[src/design/uss_pkg.sv]
// Shared types and constants for the UTF-8 stream sanitizer.
// No dependencies; every other design file refers to this package by scoped names.
package uss_pkg;

  localparam int COUNT_WIDTH = 32;
  localparam int QUEUE_DEPTH = 5;
  localparam int MAX_RESULTS = 4;
  localparam int OUT_WIDTH   = 32;

  localparam logic [7:0] QMARK     = 8'h3F;
  localparam logic [7:0] ASCII_MAX = 8'h7F;
  localparam logic [7:0] BAD_MAX   = 8'hC1;
  localparam logic [7:0] LEAD2_MAX = 8'hDF;
  localparam logic [7:0] LEAD3_MAX = 8'hEF;
  localparam logic [7:0] LEAD4_MAX = 8'hF7;

  localparam logic [20:0] FLOOR2 = 21'h00080;
  localparam logic [20:0] FLOOR3 = 21'h00800;
  localparam logic [20:0] FLOOR4 = 21'h10000;

  localparam logic [2:0] LEN_NONE = 3'd0;
  localparam logic [2:0] LEN_TWO  = 3'd2;
  localparam logic [2:0] LEN_THREE = 3'd3;
  localparam logic [2:0] LEN_FOUR = 3'd4;

  // One queue entry: all results caused by one input byte, in output order.
  typedef struct packed {
    logic [2:0]                   cnt;
    logic                         eos;
    logic [MAX_RESULTS-1:0]       start;
    logic [MAX_RESULTS-1:0][7:0]  bytes;
  } entry_t;

endpackage

[src/design/utf8_stream_sanitizer_top.sv]
// Top level of the UTF-8 stream sanitizer: front end, entry queue, back end.
// Depends on uss_pkg, uss_front, uss_queue and uss_back.
//
// Sanitizes a byte stream as UTF-8, one byte per transfer on the input and one
// byte per transfer on the output; the output carries exactly as many bytes as
// the input. Valid sequences pass unchanged, and broken, stray, reserved
// or overlong bytes become '?', each its own glyph. Every output byte carries its
// glyph number and byte offset within the string; the last result of the
// end-of-string byte raises string_done and carries the glyph total, and both
// counters then restart from zero. Counters saturate at COUNT_WIDTH bits and
// are reported in their low 32 bits. Rate: one input byte per cycle while the
// entry queue (QUEUE_DEPTH entries) has room, one result per cycle out of the
// back end while result_stall is low. A byte that completes or breaks a
// sequence causes up to four results, which the back end delivers one at a
// time; bytes that only extend a sequence cause none, so a steady stream with
// no result stall runs at one byte per cycle. A byte's first result passes
// through a queue slot and the output register. No clearing pass after reset.
module utf8_stream_sanitizer_top #(
  parameter int COUNT_WIDTH = uss_pkg::COUNT_WIDTH,
  parameter int QUEUE_DEPTH = uss_pkg::QUEUE_DEPTH
) (
  input  logic                          clk,
  input  logic                          rst,
  // Input channel.
  input  logic                          data_valid,
  output logic                          data_stall,
  input  logic [7:0]                    data_byte,
  input  logic                          end_of_string,
  // Result channel.
  output logic                          result_valid,
  input  logic                          result_stall,
  output logic [7:0]                    out_byte,
  output logic                          glyph_start,
  output logic [uss_pkg::OUT_WIDTH-1:0] glyph_number,
  output logic [uss_pkg::OUT_WIDTH-1:0] byte_offset,
  output logic                          run_last,
  output logic                          string_done,
  output logic [uss_pkg::OUT_WIDTH-1:0] glyph_total
);

  uss_pkg::entry_t entry, head;
  logic            take, push, pop, empty, full;

  // Hold the input whenever the queue cannot take another entry.
  assign data_stall = full;
  assign take       = data_valid && !data_stall;

  uss_front u_front (
    .clk           (clk),
    .rst           (rst),
    .take          (take),
    .data_byte     (data_byte),
    .end_of_string (end_of_string),
    .push          (push),
    .entry         (entry)
  );

  uss_queue #(
    .DEPTH (QUEUE_DEPTH)
  ) u_queue (
    .clk        (clk),
    .rst        (rst),
    .push       (push),
    .push_entry (entry),
    .pop        (pop),
    .head       (head),
    .empty      (empty),
    .full       (full)
  );

  uss_back #(
    .COUNT_WIDTH (COUNT_WIDTH)
  ) u_back (
    .clk          (clk),
    .rst          (rst),
    .head         (head),
    .empty        (empty),
    .pop          (pop),
    .result_valid (result_valid),
    .result_stall (result_stall),
    .out_byte     (out_byte),
    .glyph_start  (glyph_start),
    .glyph_number (glyph_number),
    .byte_offset  (byte_offset),
    .run_last     (run_last),
    .string_done  (string_done),
    .glyph_total  (glyph_total)
  );

endmodule

[src/design/uss_front.sv]
// Front end: accepts bytes, tracks the pending multibyte sequence and
// classifies each byte into one queue entry. Depends on uss_pkg.
module uss_front (
  input  logic              clk,
  input  logic              rst,
  input  logic              take,
  input  logic [7:0]        data_byte,
  input  logic              end_of_string,
  output logic              push,
  output uss_pkg::entry_t   entry
);

  logic [7:0]  pend [3];
  logic [1:0]  pcnt, pcnt_next;
  logic [2:0]  elen, elen_next;
  logic        wr_en;
  logic [1:0]  wr_idx;

  logic        is_cont, pend_act, ascii, overlong;
  logic [2:0]  lead_len;
  logic [1:0]  np;
  logic        pend_q, cur_emit, cur_start;
  logic [7:0]  cur_byte;
  logic [20:0] w, floor_val;

  always_comb begin
    is_cont  = (data_byte[7:6] == 2'b10);
    pend_act = (pcnt != 2'd0);
    ascii    = (data_byte <= uss_pkg::ASCII_MAX);
    if (data_byte <= uss_pkg::BAD_MAX)        lead_len = uss_pkg::LEN_NONE;
    else if (data_byte <= uss_pkg::LEAD2_MAX) lead_len = uss_pkg::LEN_TWO;
    else if (data_byte <= uss_pkg::LEAD3_MAX) lead_len = uss_pkg::LEN_THREE;
    else if (data_byte <= uss_pkg::LEAD4_MAX) lead_len = uss_pkg::LEN_FOUR;
    else                                      lead_len = uss_pkg::LEN_NONE;

    // Decoded code point of a sequence completed by this byte.
    case (elen)
      uss_pkg::LEN_TWO: begin
        w         = {10'd0, pend[0][4:0], data_byte[5:0]};
        floor_val = uss_pkg::FLOOR2;
      end
      uss_pkg::LEN_THREE: begin
        w         = {5'd0, pend[0][3:0], pend[1][5:0], data_byte[5:0]};
        floor_val = uss_pkg::FLOOR3;
      end
      default: begin
        w         = {pend[0][2:0], pend[1][5:0], pend[2][5:0], data_byte[5:0]};
        floor_val = uss_pkg::FLOOR4;
      end
    endcase
    overlong = (w < floor_val);

    np        = 2'd0;
    pend_q    = 1'b1;
    cur_emit  = 1'b0;
    cur_byte  = data_byte;
    cur_start = 1'b1;
    pcnt_next = pcnt;
    elen_next = elen;
    wr_en     = 1'b0;
    wr_idx    = pcnt;

    if (pend_act && is_cont) begin
      if (({1'b0, pcnt} + 3'd1) >= elen) begin
        // Sequence complete: pass through or replace whole.
        np        = pcnt;
        pend_q    = overlong;
        cur_emit  = 1'b1;
        cur_byte  = overlong ? uss_pkg::QMARK : data_byte;
        cur_start = overlong;
        pcnt_next = 2'd0;
        elen_next = uss_pkg::LEN_NONE;
      end else if (end_of_string) begin
        np        = pcnt;
        cur_emit  = 1'b1;
        cur_byte  = uss_pkg::QMARK;
      end else begin
        wr_en     = 1'b1;
        pcnt_next = pcnt + 2'd1;
      end
    end else begin
      // Broken sequence (if any) flushes as '?', then the byte starts afresh.
      np        = pcnt;
      pcnt_next = 2'd0;
      elen_next = uss_pkg::LEN_NONE;
      if (ascii) begin
        cur_emit = 1'b1;
      end else if (lead_len != uss_pkg::LEN_NONE) begin
        if (end_of_string) begin
          cur_emit = 1'b1;
          cur_byte = uss_pkg::QMARK;
        end else begin
          wr_en     = 1'b1;
          wr_idx    = 2'd0;
          pcnt_next = 2'd1;
          elen_next = lead_len;
        end
      end else begin
        cur_emit = 1'b1;
        cur_byte = uss_pkg::QMARK;
      end
    end

    if (end_of_string) begin
      pcnt_next = 2'd0;
      elen_next = uss_pkg::LEN_NONE;
    end

    entry.cnt = {1'b0, np} + {2'd0, cur_emit};
    entry.eos = end_of_string;
    for (int i = 0; i < uss_pkg::MAX_RESULTS; i++) begin
      entry.bytes[i] = cur_byte;
      entry.start[i] = cur_start;
    end
    for (int i = 0; i < 3; i++) begin
      if (np > 2'(i)) begin
        entry.bytes[i] = pend_q ? uss_pkg::QMARK : pend[i];
        entry.start[i] = pend_q || (i == 0);
      end
    end

    push = take && (entry.cnt != 3'd0);
  end

  always_ff @(posedge clk) begin
    if (rst) begin
      pcnt <= 2'd0;
      elen <= uss_pkg::LEN_NONE;
    end else if (take) begin
      pcnt <= pcnt_next;
      elen <= elen_next;
    end
  end

  always_ff @(posedge clk) begin
    if (take && wr_en) begin
      pend[wr_idx] <= data_byte;
    end
  end

`ifndef SYNTHESIS
  a_cnt_range: assert property (@(posedge clk) disable iff (rst)
    push |-> entry.cnt <= 3'(uss_pkg::MAX_RESULTS))
    else $error("front: entry carries more than four results");
  a_eos_emits: assert property (@(posedge clk) disable iff (rst)
    (take && end_of_string) |-> push)
    else $error("front: end of string produced no result");
`endif

endmodule

[src/design/uss_queue.sv]
// Short entry queue between the front and back ends.
// Depends on uss_pkg for the entry type.
module uss_queue #(
  parameter int DEPTH = uss_pkg::QUEUE_DEPTH
) (
  input  logic              clk,
  input  logic              rst,
  input  logic              push,
  input  uss_pkg::entry_t   push_entry,
  input  logic              pop,
  output uss_pkg::entry_t   head,
  output logic              empty,
  output logic              full
);

  localparam int PW = (DEPTH > 1) ? $clog2(DEPTH) : 1;
  localparam int CW = $clog2(DEPTH + 1);

  uss_pkg::entry_t slots [DEPTH];
  logic [PW-1:0]   wr_ptr, rd_ptr;
  logic [CW-1:0]   count;

  assign empty = (count == CW'(0));
  assign full  = (count == CW'(DEPTH));
  assign head  = slots[rd_ptr];

  always_ff @(posedge clk) begin
    if (rst) begin
      wr_ptr <= '0;
      rd_ptr <= '0;
      count  <= '0;
    end else begin
      if (push) begin
        wr_ptr <= (wr_ptr == PW'(DEPTH - 1)) ? '0 : wr_ptr + PW'(1);
      end
      if (pop) begin
        rd_ptr <= (rd_ptr == PW'(DEPTH - 1)) ? '0 : rd_ptr + PW'(1);
      end
      if (push && !pop) begin
        count <= count + CW'(1);
      end else if (pop && !push) begin
        count <= count - CW'(1);
      end
    end
  end

  always_ff @(posedge clk) begin
    if (push) begin
      slots[wr_ptr] <= push_entry;
    end
  end

`ifndef SYNTHESIS
  a_no_overflow: assert property (@(posedge clk) disable iff (rst)
    push |-> (!full || pop))
    else $error("queue: push while full");
  a_no_underflow: assert property (@(posedge clk) disable iff (rst)
    pop |-> !empty)
    else $error("queue: pop while empty");
`endif

endmodule

[src/design/uss_back.sv]
// Back end: walks the head entry one result per unstalled cycle, numbers glyphs and
// bytes with saturating counters, and holds the output register. Depends on uss_pkg.
module uss_back #(
  parameter int COUNT_WIDTH = uss_pkg::COUNT_WIDTH
) (
  input  logic                             clk,
  input  logic                             rst,
  input  uss_pkg::entry_t                  head,
  input  logic                             empty,
  output logic                             pop,
  output logic                             result_valid,
  input  logic                             result_stall,
  output logic [7:0]                       out_byte,
  output logic                             glyph_start,
  output logic [uss_pkg::OUT_WIDTH-1:0]    glyph_number,
  output logic [uss_pkg::OUT_WIDTH-1:0]    byte_offset,
  output logic                             run_last,
  output logic                             string_done,
  output logic [uss_pkg::OUT_WIDTH-1:0]    glyph_total
);

  logic [COUNT_WIDTH-1:0] glyph_cnt, glyph_cnt_next;
  logic [COUNT_WIDTH-1:0] byte_cnt, byte_cnt_next;
  logic [COUNT_WIDTH-1:0] cur_glyph, glyph_inc, byte_inc, num_val;
  logic [1:0]             idx;
  logic                   load, st, last, done;

  always_comb begin
    load      = !empty && (!result_valid || !result_stall);
    st        = head.start[idx];
    last      = ({1'b0, idx} == (head.cnt - 3'd1));
    done      = last && head.eos;
    glyph_inc = (glyph_cnt == '1) ? glyph_cnt : glyph_cnt + COUNT_WIDTH'(1);
    byte_inc  = (byte_cnt == '1) ? byte_cnt : byte_cnt + COUNT_WIDTH'(1);
    num_val   = st ? glyph_cnt : cur_glyph;
    glyph_cnt_next = st ? glyph_inc : glyph_cnt;
    byte_cnt_next  = byte_inc;
    pop       = load && last;
  end

  always_ff @(posedge clk) begin
    if (rst) begin
      glyph_cnt    <= '0;
      byte_cnt     <= '0;
      idx          <= 2'd0;
      result_valid <= 1'b0;
    end else begin
      if (load) begin
        // Clear both counters after the final result of a string.
        glyph_cnt    <= done ? '0 : glyph_cnt_next;
        byte_cnt     <= done ? '0 : byte_cnt_next;
        idx          <= last ? 2'd0 : idx + 2'd1;
        result_valid <= 1'b1;
      end else if (!result_stall) begin
        result_valid <= 1'b0;
      end
    end
  end

  always_ff @(posedge clk) begin
    if (load) begin
      if (st) begin
        cur_glyph <= glyph_cnt;
      end
      out_byte     <= head.bytes[idx];
      glyph_start  <= st;
      glyph_number <= uss_pkg::OUT_WIDTH'(num_val);
      byte_offset  <= uss_pkg::OUT_WIDTH'(byte_cnt);
      run_last     <= last;
      string_done  <= done;
      glyph_total  <= done ? uss_pkg::OUT_WIDTH'(glyph_cnt_next) : '0;
    end
  end

`ifndef SYNTHESIS
  a_first_starts: assert property (@(posedge clk) disable iff (rst)
    (load && idx == 2'd0) |-> head.start[0])
    else $error("back: first result of a step does not start a glyph");
  a_done_clears: assert property (@(posedge clk) disable iff (rst)
    (load && done) |=> (byte_cnt == '0 && glyph_cnt == '0 && idx == 2'd0))
    else $error("back: counters not cleared after end of string");
`endif

endmodule
[config.mk]
export PLATFORM = sky130hd
export DESIGN_NAME = utf8_stream_sanitizer_top
export DESIGN_NICKNAME = d
export VERILOG_FILES = /design/src/design/uss_pkg.sv /design/src/design/utf8_stream_sanitizer_top.sv /design/src/design/uss_front.sv /design/src/design/uss_queue.sv /design/src/design/uss_back.sv
export SDC_FILE = /design/constraint.sdc
export NUM_CORES = 1
export LEC_CHECK = 0
export BUFFER_PORTS_ARGS = -buffer_cell sky130_fd_sc_hd__buf_2
export CAP_MARGIN = 10
export CORE_ASPECT_RATIO = 0.5
export CORE_MARGIN = 8
export CORE_UTILIZATION = 60
export DETAILED_ROUTE_END_ITERATION = 10
export GPL_TIMING_DRIVEN = 0
export PLACE_DENSITY = 0.79
export SYNTH_ARGS = -nofsm -noshare
export SYNTH_HDL_FRONTEND = slang
export SYNTH_SLANG_ARGS = --single-unit
[constraint.sdc]
create_clock -name clk -period 10.27 [get_ports clk]
set_input_delay 1.027 -clock clk [delete_from_list [all_inputs] [get_ports clk]]
set_output_delay 1.027 -clock clk [all_outputs]
set_load 0.03 [all_outputs]
[Word-level counts from Yosys, hierarchy flattened]
Memory sizes are Yosys's and may differ from the RTL's. A register that Yosys moved wholly into a read port is not among the register bits.
Cells that the tools add are included.
Operators by class
  $add $sub $neg: 11
  order comparisons: 11
  eq/ne operators: 12
  multiplexer cells: 70
  reductions and logical operators: 24
Operators with widths (number)
  $mux W32: 6
  $mux W8: 13
  $add A32 B1 Y32 const B: 2
  $eq A32 B32 Y1 const B: 2
  $mux W3: 15
  $pmux W21 S2: 1
  $pmux W17 S2: 1
  $le A8 B8 Y1 const B: 4
  $mux W2: 11
  $lt A21 B17 Y1: 1
  $mux W1: 21
  $bmux W8 S2: 1
  $add A3 B1 Y3 const B: 3
  $eq A3 B3 Y1 const B: 3
  $logic_and A1 B1 Y1: 9
  $le A8 B7 Y1 const B: 1
  $eq A3 B2 Y1 const B: 2
  $logic_not A1 Y1: 6
  $reduce_and A2 Y1: 3
  $reduce_bool A3 Y1: 2
  $sub A3 B1 Y3 const B: 2
  $add A2 B1 Y2 const B: 2
  $gt A2 B1 Y1 const B: 2
  $ne A2 B1 Y1 const B: 2
  other kinds (12): 13
Word-level totals
  flip-flop bits (word level): 188
  RAM bits: 224
  input bits: 13
  memories kept: 2
Memories
  u_queue.slots: depth 5, bits a word 40, rd ports 1, clocked after memory_dff 1, wr ports 1, RTL line uss_queue.sv:19  | uss_pkg::entry_t slots [DEPTH];
  u_front.pend: depth 3, bits a word 8, rd ports 3, clocked after memory_dff 0, wr ports 1, RTL line uss_front.sv:13  | logic [7:0] pend [3];

[Longest topological paths before layout]
  word-level depth: 16
  mapped depth: 18
  gate-level depth less buffers: 17

[Cells and area by module]
A second synthesis with hierarchy kept.
Second synthesis, totals
  cells, all modules: 1317
  area, all modules: 18218.7 µm²
By module, submodules not included
  uss_queue: times used 1, cells an instance 488, area an instance 8774.7 µm², sequential area each 6246.0 µm²
  uss_back: times used 1, cells an instance 651, area an instance 7617.3 µm², sequential area each 4554.4 µm²
  uss_front: times used 1, cells an instance 177, area an instance 1813.0 µm², sequential area each 820.8 µm²
  utf8_stream_sanitizer_top: times used 1, cells an instance 1, area an instance 13.8 µm², sequential area each 0.0 µm²

[Worst setup path before layout]
No wires, ideal clock.
  path type: register -> register
  start point: reg u_front.pcnt[0]
  end point: mem u_queue.slots[1][0] in the netlist's numbering, enable pin
  library setup time: 0.528 ns
  data arrival time: 6.770 ns
  setup slack: 2.972 ns
  cell stages (with the launch flop): 13
  path through: dfxtp_1 > inv_1 > ha_1 > ha_1 > a21o_1 > a211o_1 > o21ai_1 > clkinv_1 > ha_1 > nor3_1 > or2_2 > clkbuf_1 > nor4_1
RTL lines
  start: declaration: RTL line uss_front.sv:14  | logic [1:0] pcnt, pcnt_next;
  start signal: assignment: RTL line uss_front.sv:130  | pcnt <= pcnt_next;
  end: declaration: RTL line uss_queue.sv:19

==> impl_metrics.tcl <==
set metrics [dict create \
    status "completed" \
    slowest_stage "nor4_2" \
    r2r_cells 15 \
    synth.yosys.seq_area_share_pct 66.5 \
    post-place-ws_ns 4.55 \
    layout_setup_ws_ns 4.47 \
    dr.pass1.iters 5 \
    cts.repair.resized 0 \
    rows 43 \
    ys_warn_count 0 \
    postRouteAntennaNets 0 \
    crit_required_ns 10.52 \
    path_clk_slew_ns 0.06 \
    worstHoldStart "u_back.glyph_cnt[8]$_SDFFE_PP0P_" \
    period_minus_slack_ns 5.80 \
    routed_wl_mm 40.8 \
    grt_max_degree 56 \
    core_region_area_um2 27800 \
    finClkSkew_ns 0.0217 \
    wl_per_cell_um 22.4 \
    postCtsHoldBufs 0 \
    setup_viol 0 \
    vias_per_cell 6.35 \
    cp.arrival_ns 6.05 \
    maxSlewHeadroom_pct 9.43 \
    regArea_um2 11300 \
    fin_util_pct 70.4 \
    tritoncts "yes" \
    path_buf_inv 6 \
    peakVddDrop_v 0.000191 \
    hold_viol 0 \
    synth-seq-cells 405 \
    cts_buffers 36 \
    critPathCaptureType "flip-flop" \
    clock_sinks 405 \
    fillers 1850 \
    start_kind "flip-flop" \
    crit_fanout 9 \
    hold_path.class "reg2reg" \
    postCtsSetupRepairBufs 0 \
    syn_area_per_cell_um2 13.8 \
    drv_slew 0 \
    grt_pass1_vias 11400 \
    antenna_found_initial 0 \
    via_count 11600 \
    clk_latency_ns 0.55 \
    p_leak_nw 6.46 \
    finish.net_count 1445 \
    syn_area_um2 17000 \
    hold_end "u_back.glyph_number[8]$_DFFE_PP_" \
    clock_path_buffers 3 \
    die_area_um2 34300 \
    pin_count 122 \
    diodes 0 \
    fmax_mhz 172 \
    synthesis.instances 1233 \
    async_flop_share_pct 0 \
    drive_gt1_share_pct 20.0 \
    detailed_place_hpwl_mm 28.0 \
    gr-total-overflow 0 \
    gp_congestion 0.917 \
    cp_slowest_stage_delay_ns 0.77 \
    multi_input_area_um2 5340 \
    cp_cell_sequence "inv_1 > ha_1 > ha_1 > a21o_1 > a211o_1 > o21ai_1 > clkinv_1 > ha_1 > nor3_1 > or2_2 > clkbuf_1 > nor4_2 > buf_6 > buf_4 > buf_4" \
    syn_nets 1263 \
    maxCapViolCount 0 \
    crit_top_cell "ha_1" \
    cp_top_family "buffers and inverters" \
    die_y_um 135 \
    htreeDepth 2 \
    die_x_um 254 \
    r2r_start "u_front.pcnt[0]$_SDFFE_PP0P_" \
    finalHoldWorstSlack_ns 0.434 \
    io_buffers 121 \
    crit_start "u_front.pcnt[0]$_SDFFE_PP0P_" \
    whs_path_depth 0 \
    crit_type "reg2reg" \
    area_delta_synth_final_pct 15.1 \
    ys_types 61 \
    r2r_end "u_queue.slots[1][28]$_DFFE_PP_" \
    rsz0062_at_grt "false" \
    cts_root_buf "clkbuf_16" \
    grt_usage_pct 23.6 \
    fin_crit_sh_pct 56.5 \
    report.power.total_w 0.00529 \
    initial_core_util_pct 61.2 \
    drc 0 \
    grt_pass1_wl_mm 63.7 \
    drt_iter0_markers 1308 \
    powerDensity_nw_per_um2 270 \
    synthFlopType "edfxtp_1" \
    r2r_slack_ns 4.47 \
    synth_edf_count 321 \
    tightestPinTransition_ns 1.35 \
]
[metrics by stage]
step / cells / setup TNS [ns] / area [µm²]
floorplan: 1233 / 0 / 17000
global placement: 1736 / -69.21 / 18100
detailed placement: 1758 / 0 / 18300
CTS: 1824 / 0 / 19600
global route: 1825 / 0 / 19600
finish: 1825 / 0 / 19600
[worst max path at each step]
stage	cells past startpoint	end
6_report	15	u_queue.slots[1][28]$_DFFE_PP_
2_1_floorplan	12	u_queue.slots[1][0]$_DFFE_PP_
4_1_cts	15	u_queue.slots[1][28]$_DFFE_PP_
3_3_place_gp	11	u_queue.slots[1][11]$_DFFE_PP_
5_1_grt	15	u_queue.slots[1][28]$_DFFE_PP_
3_5_place_dp	15	u_queue.slots[1][11]$_DFFE_PP_
[kinds of logic (layout without fill, tap and decap cells)]
group,after synthesis,count (layout),synth area share (%)
and+or+nand+nor,405,405,12.7
buffers and inverters,98,308,2.35
xor gates and xnor gates,35,35,1.80
adders and majority gates,17,17,1.29
DFF,405,405,66.5
AOI/OAI and AO/OA,192,192,6.71
muxes,81,81,8.58
[where the power goes]
group          internal (W)  switching, W  total [W]  leakage (nW)
sequential          0.00215     0.0000913    0.00224          3.66
clock              0.000795      0.000599    0.00139         0.589
combinational      0.000465       0.00119    0.00165          2.22
total               0.00341       0.00188    0.00529          6.46
[state kept, by name, summed over array words and instances, names as in the netlist, named ones only]
signal               cells
u_front.pend            24
u_back.glyph_number     32
u_queue.rd_ptr           3
u_front.elen             3
u_queue.wr_ptr           3
u_back.glyph_cnt        32
u_back.result_valid      1
u_front.pcnt             2
u_back.glyph_start       1
u_back.idx               2
u_queue.count            3
u_queue.slots          190
u_back.byte_cnt         32
u_back.run_last          1
u_back.glyph_total      32
u_back.out_byte          8
u_back.string_done       1
u_back.byte_offset      32
[per-layer routing]
metal / GRT usage [%] / wire (µm)
met3: 4.33 / 3760
met4: 7.56 / 989
met2: 39.8 / 19900
met1: 31.0 / 16200
met5: 0 / 0
[cells in the final DEF, fill, tap and decap left out, drive strengths merged, types with 6 or more instances in the layout]
cell type	synthesis	final
edfxtp	321	321
buf	17	161
clkbuf	48	98
dfxtp	84	84
a21oi	83	83
nor2	78	78
nand2	67	67
mux4	51	51
nand3	48	48
o21ai	46	46
nor3	39	39
inv	32	32
nand4	31	31
or3	30	30
xnor2	22	22
mux2i	21	21
or4	21	21
a31oi	18	18
ha	16	16
nor4	16	16
nand2b	14	14
and3	14	14
xor2	13	13
and4	13	13
clkinv	1	10
mux2	9	9
o22ai	7	7
and2	6	6
o32a	6	6
o32ai	6	6
[cell type report]
class                      instances  area share, %
multi-input combinational        730           27.3
inverter                          33          0.633
buffer                            65           1.43
clock inverter                    16           1.14
clock buffer                      50           5.12
sequential                       405           57.8
tap                              382           2.44
timing repair buffer             144           4.17
[Yosys cell counts, drive strengths merged (5+ instances only)]
| cell | n | area (µm²) |
|---|---|---|
| mux2 | 9 | 101 |
| or2 | 5 | 31.3 |
| mux2i | 21 | 210 |
| inv | 32 | 120 |
| nand2 | 67 | 251 |
| a21o | 5 | 37.5 |
| o32ai | 6 | 52.6 |
| and3 | 14 | 87.6 |
| nand2b | 14 | 87.6 |
| nand4 | 31 | 194 |
| xor2 | 13 | 114 |
| o32a | 6 | 60.1 |
| nor3b | 5 | 37.5 |
| nand3 | 48 | 240 |
| o22ai | 7 | 43.8 |
| nor3 | 39 | 195 |
| and4 | 13 | 114 |
| xnor2 | 22 | 193 |
| mux4 | 51 | 1150 |
| o21ai | 46 | 230 |
| nor2 | 78 | 293 |
| dfxtp | 84 | 1680 |
| nand3b | 5 | 37.5 |
| or3 | 30 | 188 |
| or4 | 21 | 161 |
| edfxtp | 321 | 9640 |
| clkbuf | 48 | 180 |
| ha | 16 | 200 |
| nor4 | 16 | 100 |
| buf | 17 | 96.3 |
| and2 | 6 | 37.5 |
| a31oi | 18 | 113 |
| a21oi | 83 | 415 |
No activity file was read; power rests on OpenSTA's default activity.
